==> src/shm_pkg.sv <==
// ----------------------------------------------------------------------------
// shm_pkg: shared types and constants of the skeleton height match block
// Field widths, segment and register codes, saturation limits, controller
// states and the command/status bundles between controller and datapath.
// ----------------------------------------------------------------------------
package shm_pkg;

    localparam int USER_W     = 4;
    localparam int SEG_W      = 3;
    localparam int COORD_W    = 16;
    localparam int CONF_W     = 9;
    localparam int CCONF_W    = 10;
    localparam int LEN_W      = 17;
    localparam int HEIGHT_W   = 16;
    localparam int SCORE_W    = 16;
    localparam int MIN_W      = 5;
    localparam int CFG_IDX_W  = 2;
    localparam int CFG_DATA_W = 16;
    localparam int SQ_W       = 34;
    localparam int PROD_W     = 32;
    localparam int ROOT_STEPS = 17;
    localparam int SQ_STEPS   = 3;
    localparam int QUOT_STEPS = 16;

    localparam logic [CONF_W-1:0]   CONF_MAX   = 9'd256;
    localparam logic [LEN_W-1:0]    LEN_MAX    = 17'h1FFFF;
    localparam logic [HEIGHT_W-1:0] HEIGHT_MAX = 16'hFFFF;
    localparam logic [SCORE_W-1:0]  SCORE_FULL = 16'd32768;

    // segment codes
    localparam logic [SEG_W-1:0] SEG_L0    = 3'd0;
    localparam logic [SEG_W-1:0] SEG_L1    = 3'd1;
    localparam logic [SEG_W-1:0] SEG_L2    = 3'd2;
    localparam logic [SEG_W-1:0] SEG_R0    = 3'd3;
    localparam logic [SEG_W-1:0] SEG_R1    = 3'd4;
    localparam logic [SEG_W-1:0] SEG_R2    = 3'd5;
    localparam logic [SEG_W-1:0] SEG_HEAD  = 3'd6;
    localparam logic [SEG_W-1:0] SEG_TORSO = 3'd7;

    // register indexes
    localparam logic [CFG_IDX_W-1:0] CFG_TEMPLATE  = 2'd0;
    localparam logic [CFG_IDX_W-1:0] CFG_TOLERANCE = 2'd1;
    localparam logic [CFG_IDX_W-1:0] CFG_LIMIT     = 2'd2;
    localparam logic [CFG_IDX_W-1:0] CFG_MIN       = 2'd3;

    localparam logic [15:0]      RST_TEMPLATE  = 16'd0;
    localparam logic [15:0]      RST_TOLERANCE = 16'd50;
    localparam logic [15:0]      RST_LIMIT     = 16'd200;
    localparam logic [MIN_W-1:0] RST_MIN       = 5'd5;

    typedef enum logic [3:0] {
        ST_IDLE, ST_ABS, ST_SQ, ST_ROOT, ST_CHAIN, ST_HGT, ST_WUPD, ST_MINIT,
        ST_MEAN, ST_CMP, ST_CLS, ST_MULN, ST_MULD, ST_QDIV, ST_DONE
    } t_state;

    typedef enum logic [1:0] {
        KIND_ZERO, KIND_FULL, KIND_QUOT
    } t_kind;

    typedef struct packed {
        logic        load;
        logic        sq_step;
        logic [1:0]  sq_sel;
        logic        root_step;
        logic        chain_upd;
        logic        hgt;
        logic        win_upd;
        logic        clear_user;
        logic        mean_init;
        logic        div_step;
        logic        cmp;
        logic        muln;
        logic        muld;
        logic        out_load;
        t_kind       out_kind;
    } t_cmd;

    typedef struct packed {
        logic user_ok;
        logic in_present;
        logic seg_last;
        logic too_few;
        logic cls_zero;
        logic cls_full;
        logic out_free;
    } t_status;

    // |a - b| of two signed coordinates
    function automatic logic [COORD_W-1:0] abs_diff(logic [COORD_W-1:0] a,
                                                   logic [COORD_W-1:0] b);
        logic [COORD_W:0] d;
        d = {a[COORD_W-1], a} - {b[COORD_W-1], b};
        return d[COORD_W] ? COORD_W'(-d) : d[COORD_W-1:0];
    endfunction

    function automatic logic [CONF_W-1:0] conf_clamp(logic [CONF_W-1:0] c);
        return (c > CONF_MAX) ? CONF_MAX : c;
    endfunction

    function automatic logic [LEN_W-1:0] sat_len(logic [LEN_W:0] s);
        return s[LEN_W] ? LEN_MAX : s[LEN_W-1:0];
    endfunction

endpackage

==> src/shm_ctrl.sv <==
// ----------------------------------------------------------------------------
// shm_ctrl: sequencer of the skeleton height match block
// Steps the datapath through squares, root, chain update, window update,
// mean division, classification and score division.
// ----------------------------------------------------------------------------
module shm_ctrl #(
    parameter int WINDOW = 16
) (
    input  logic             i_clk,
    input  logic             i_rst_n,
    input  logic             i_in_valid,
    output logic             o_in_ready,
    input  shm_pkg::t_status i_st,
    output shm_pkg::t_cmd    o_cmd
);
    localparam int SW   = 16 + $clog2(WINDOW);
    localparam int KMAX = (SW > shm_pkg::ROOT_STEPS) ? SW : shm_pkg::ROOT_STEPS;
    localparam int KW   = $clog2(KMAX + 1);

    shm_pkg::t_state r_state, n_state;
    shm_pkg::t_kind  r_kind, n_kind;
    logic [KW-1:0]   r_k, n_k;

    // state register
    always_ff @(posedge i_clk) begin
        if (!i_rst_n) begin
            r_state <= shm_pkg::ST_IDLE;
            r_kind  <= shm_pkg::KIND_ZERO;
            r_k     <= '0;
        end else begin
            r_state <= n_state;
            r_kind  <= n_kind;
            r_k     <= n_k;
        end
    end

    // next state and commands
    always_comb begin
        n_state    = r_state;
        n_kind     = r_kind;
        n_k        = r_k;
        o_cmd      = '0;
        o_in_ready = 1'b0;
        case (r_state)
            shm_pkg::ST_IDLE: begin
                o_in_ready = 1'b1;
                if (i_in_valid) begin
                    o_cmd.load = 1'b1;
                    n_k        = '0;
                    if (!i_st.user_ok) begin
                        n_state = shm_pkg::ST_IDLE;
                    end else if (!i_st.in_present) begin
                        n_state = shm_pkg::ST_ABS;
                    end else begin
                        n_state = shm_pkg::ST_SQ;
                    end
                end
            end
            shm_pkg::ST_ABS: begin
                o_cmd.clear_user = 1'b1;
                n_kind           = shm_pkg::KIND_ZERO;
                n_state          = shm_pkg::ST_DONE;
            end
            shm_pkg::ST_SQ: begin
                o_cmd.sq_step = 1'b1;
                o_cmd.sq_sel  = r_k[1:0];
                if (r_k == KW'(shm_pkg::SQ_STEPS - 1)) begin
                    n_k     = '0;
                    n_state = shm_pkg::ST_ROOT;
                end else begin
                    n_k = r_k + 1'b1;
                end
            end
            shm_pkg::ST_ROOT: begin
                o_cmd.root_step = 1'b1;
                if (r_k == KW'(shm_pkg::ROOT_STEPS - 1)) begin
                    n_k     = '0;
                    n_state = shm_pkg::ST_CHAIN;
                end else begin
                    n_k = r_k + 1'b1;
                end
            end
            shm_pkg::ST_CHAIN: begin
                o_cmd.chain_upd = 1'b1;
                n_state = i_st.seg_last ? shm_pkg::ST_HGT : shm_pkg::ST_IDLE;
            end
            shm_pkg::ST_HGT: begin
                o_cmd.hgt = 1'b1;
                n_state   = shm_pkg::ST_WUPD;
            end
            shm_pkg::ST_WUPD: begin
                o_cmd.win_upd = 1'b1;
                n_state       = shm_pkg::ST_MINIT;
            end
            shm_pkg::ST_MINIT: begin
                if (i_st.too_few) begin
                    n_kind  = shm_pkg::KIND_ZERO;
                    n_state = shm_pkg::ST_DONE;
                end else begin
                    o_cmd.mean_init = 1'b1;
                    n_k             = '0;
                    n_state         = shm_pkg::ST_MEAN;
                end
            end
            shm_pkg::ST_MEAN: begin
                o_cmd.div_step = 1'b1;
                if (r_k == KW'(SW - 1)) begin
                    n_k     = '0;
                    n_state = shm_pkg::ST_CMP;
                end else begin
                    n_k = r_k + 1'b1;
                end
            end
            shm_pkg::ST_CMP: begin
                o_cmd.cmp = 1'b1;
                n_state   = shm_pkg::ST_CLS;
            end
            shm_pkg::ST_CLS: begin
                if (i_st.cls_zero) begin
                    n_kind  = shm_pkg::KIND_ZERO;
                    n_state = shm_pkg::ST_DONE;
                end else if (i_st.cls_full) begin
                    n_kind  = shm_pkg::KIND_FULL;
                    n_state = shm_pkg::ST_DONE;
                end else begin
                    n_state = shm_pkg::ST_MULN;
                end
            end
            shm_pkg::ST_MULN: begin
                o_cmd.muln = 1'b1;
                n_state    = shm_pkg::ST_MULD;
            end
            shm_pkg::ST_MULD: begin
                o_cmd.muld = 1'b1;
                n_k        = '0;
                n_state    = shm_pkg::ST_QDIV;
            end
            shm_pkg::ST_QDIV: begin
                o_cmd.div_step = 1'b1;
                if (r_k == KW'(shm_pkg::QUOT_STEPS - 1)) begin
                    n_k     = '0;
                    n_kind  = shm_pkg::KIND_QUOT;
                    n_state = shm_pkg::ST_DONE;
                end else begin
                    n_k = r_k + 1'b1;
                end
            end
            shm_pkg::ST_DONE: begin
                if (i_st.out_free) begin
                    o_cmd.out_load = 1'b1;
                    o_cmd.out_kind = r_kind;
                    n_state        = shm_pkg::ST_IDLE;
                end
            end
            default: begin
                n_state = shm_pkg::ST_IDLE;
            end
        endcase
    end

    // window write always follows the height cycle
    a_wupd_after_hgt: assert property (@(posedge i_clk) disable iff (!i_rst_n)
        o_cmd.win_upd |-> $past(r_state) == shm_pkg::ST_HGT)
        else $error("window update without height cycle");

    // root iteration count stays in range
    a_root_bound: assert property (@(posedge i_clk) disable iff (!i_rst_n)
        (r_state == shm_pkg::ST_ROOT) |-> (r_k < KW'(shm_pkg::ROOT_STEPS)))
        else $error("root step counter overrun");

    // a result is only loaded into a free output register
    a_load_free: assert property (@(posedge i_clk) disable iff (!i_rst_n)
        o_cmd.out_load |-> i_st.out_free)
        else $error("output register overwritten");
endmodule

==> config.mk <==
export PLATFORM = sky130hd
export DESIGN_NAME = shm_ctrl
export DESIGN_NICKNAME = d
export VERILOG_FILES = /design/src/shm_pkg.sv /design/src/shm_ctrl.sv
export SDC_FILE = /design/constraint.sdc
export NUM_CORES = 1
export LEC_CHECK = 0
export BUFFER_PORTS_ARGS = -buffer_cell sky130_fd_sc_hd__buf_2
export CAP_MARGIN = 30
export CORE_AREA = 2 2 51 53
export CTS_CLUSTER_SIZE = 28
export DETAILED_ROUTE_END_ITERATION = 7
export DIE_AREA = 0 0 53 55
export HOLD_SLACK_MARGIN = 0.1
export PLACE_DENSITY = 0.67
export SETUP_SLACK_MARGIN = 0.15
export SYNTH_ARGS = -nofsm -noshare
export SYNTH_HDL_FRONTEND = slang
export SYNTH_SLANG_ARGS = --single-unit
export TNS_END_PERCENT = 5
==> constraint.sdc <==
create_clock -name i_clk -period 1.7 [get_ports i_clk]
set_input_delay 0 -clock i_clk [delete_from_list [all_inputs] [get_ports i_clk]]
set_output_delay 0 -clock i_clk [all_outputs]
set_load 0.01 [all_outputs]
==> results_dict.tcl <==
set metrics [dict create \
    min_from "i_st[2]" \
    finalPower_mw 1.90 \
    postRouteAntennaNets 0 \
    reg2reg_depth 5 \
    die-area_um2 2920 \
    cts.sinks 11 \
    drtIter0Drc 18 \
    hold_slack_ns 0.179 \
    place.gp.congestion 0.863 \
    ys_seq_area_share_pct 21.5 \
    num_vias 1193 \
    final_max_slew_viol_count 0 \
    fin_ws_ns -0.0700 \
    antennaDiodeCount 0 \
    synth_most_common_cell "dfxtp_1" \
    crit_buf_inv 0 \
    root_buffer "clkbuf_4" \
    start_util_pct 43.2 \
    fin_worst_skew_ns 0.00853 \
    utilization_pct 59.4 \
    clkPwrFrac_pct 9.8 \
    worstSetupPathType "reg -> reg" \
    yosysWarnings 0 \
    die_w_um 53 \
    whs_path_depth 4 \
    firstDrtPassIters 4 \
    antenna_found_initial 0 \
    netlist_top_cells_area "dfxtp_1 22%, ha_1 6.1%, nor3_1 4.9%, nand2b_1 4.3%, nor2_1 3.7%" \
    power.net_switching_mw 0.904 \
    swShare_pct 47.5 \
    port_buffers 27 \
    synth_nets 152 \
    r2r-end "r_state[0]" \
    nets 195 \
    grtUsageTotal_pct 22.2 \
    final.period_utilization_pct 104 \
    status "finished, violations left" \
    min_to "r_kind[0]" \
    setup_violations 5 \
    synth_top_area_share_pct 21.5 \
    cp_cell_sequence "ha_4, or4bb_1, a32o_2, nor4_2, o21a_1" \
    grt_pass1_wl_mm 4.73 \
    synth_top_cell_by_area "dfxtp_1" \
    seq_power_share_pct 22.1 \
    critical_path.top_delay_family "simple AND/OR/NAND/NOR gates" \
    synthArstFlopShare_pct 0 \
    clk_pin_slew_worst_paths_ns 0.08 \
    required_ns 1.92 \
    ys.flop_type "dfxtp_1" \
    rows 18 \
    ys_top_cells_by_count "11 x dfxtp_1, 10 x nor2_1, 10 x nor3_1" \
    rr_startpoint "r_k[0]" \
    crit_slowest_cell "or4bb_1" \
    grt_max_degree 18 \
    insertion_delay_ns 0.28 \
    fill_cells 218 \
    cp-start-kind "register" \
    cts_buffer_depth 2 \
    drive_above_1_share_pct 35.2 \
    ios 28 \
    synth_area_per_cell_um2 7.46 \
    worstPathArrival_ns 1.99 \
    grt_pass1_vias 1057 \
    cts_tree "built" \
    leakage_nw 0.597 \
    hold_viol 0 \
    p_per_area_nw_per_um2 1350 \
    vdd_drop_max_mv 0.784 \
    r2r_setup_slack_ns -0.07 \
    yosysUniqueCellTypes 52 \
    wl_per_cell_um 14.1 \
    synth_area_um2 1020 \
    drcViolationCount 0 \
    h-tree-depth 1 \
    failed_checks "negative setup slack" \
    rsz0062_at_grt "yes" \
    numCtsBuffers 3 \
    dpl.hpwl_mm 2.31 \
    internal_power_mw 0.998 \
    fp.coreArea_um2 2360 \
    routed_wirelength_mm 2.95 \
    period_minus_slack_ns 1.77 \
    die_h_um 55 \
    slew_headroom_pct 68.7 \
    worst_slew_pin_slew_ns 0.467 \
    max-cap-violations 0 \
    hold_class "in -> reg" \
    max_freq_ghz 0.565 \
    critPathMaxFanout 8 \
    areaGrowthSynthToFinish_pct 37.5 \
    synth_cells 137 \
    pre_cts_ws_ns -0.106 \
    ys_ff_latch 11 \
    combPwrFrac_pct 68.1 \
    crit_path_end_kind "register" \
    routed_via_density 5.71 \
    final.setup.tns_ns -0.230 \
    synth_edf_count 0 \
    overflow 0 \
    cpPeakStageDelay_ns 0.47 \
]
sequential cells by signal, summed over array words and instances (netlist names):
register	cells
r_kind	2
r_k	5
r_state	4
per-stage QoR:
step,area (µm²),instances
2_1_floorplan,1040,137
3_3_place_gp,1320,202
3_5_place_dp,1320,202
4_1_cts,1380,207
5_1_grt,1410,209
6_report,1410,209
power by group through the flow:
stage	combinational, mW	clock (mW)	sequential [mW]
floorplan	0.822	0	0.353
global placement	1.21	0	0.419
CTS	1.26	0.192	0.418
global route	1.42	0.204	0.433
detailed placement	1.24	0	0.423
finish	1.29	0.187	0.421
routing by layer:
layer / global-route usage (%) / up-vias / part of all wire, %
met2: 41.7 / 34 / 50
met5: 0 / - / 0
met1: 25.8 / 557 / 43
met4: 6.41 / 0 / 1.5
li1: - / 595 / -
met3: 3.76 / 7 / 5.0
placed cells by master, fill, tap and decap left out, types with 3 or more instances in the layout:
cell      count
buf_2        27
nor3_1       10
dfxtp_1       9
nor2b_1       5
buf_4        19
nand2_1       8
nor2_1       10
and2_1        3
and3_1        4
clkbuf_4      3
nand3_1       4
inv_1         6
ha_1          3
a21oi_1       7
nand2b_1      7
o21ai_1       4
cells by family after synthesis:
group,after synthesis,share of synthesized area (%)
flip-flops,11,21.5
adder cells (fa/ha/maj),5,6.12
buffers and inverters,18,6.98
AND/OR/NAND/NOR,67,38.8
XOR/XNOR,1,0.857
multiplexers,1,0.979
AO/OA/AOI/OAI,34,24.7
worst reg2reg max path, stage by stage, from the launching register on:
cell and delay, ns:
dfxtp_4 0.38, ha_4 0.15, or4bb_1 0.47, a32o_2 0.31
nor4_2 0.26, o21a_1 0.14
repair_timing:
action / 4_1_cts / 5_1_grt
endpoints found under the hold margin: 3 / 0
endpoints found under the setup margin: 13 / 18
pin swaps: 6 / 3
gates resized for setup: 4 / 2
setup buffers: 0 / 2
hold buffers: 1 / 0
worst max-delay path by stage:
stage,start,end,cells after the start
after floorplan,r_k[0],r_state[2],6
after global placement,r_k[0],r_state[0],6
after detailed placement,r_k[0],r_state[0],6
after CTS,r_k[0],r_state[2],5
after global routing,r_k[0],r_state[2],7
final,r_k[0],r_state[0],5
layout make-up:
class / instances / area [µm²] / area share (%)
inverters: 8 / 30.0 / 2.14
well taps: 30 / 37.5 / 2.67
clock inverters: 1 / 5.00 / 0.356
multi-input cells: 108 / 774 / 55.1
clock buffers: 3 / 22.5 / 1.60
flip-flops and latches: 11 / 228 / 16.2
repair buffers: 48 / 308 / 21.9
Note: power is estimated with default switching activity, not from simulation.
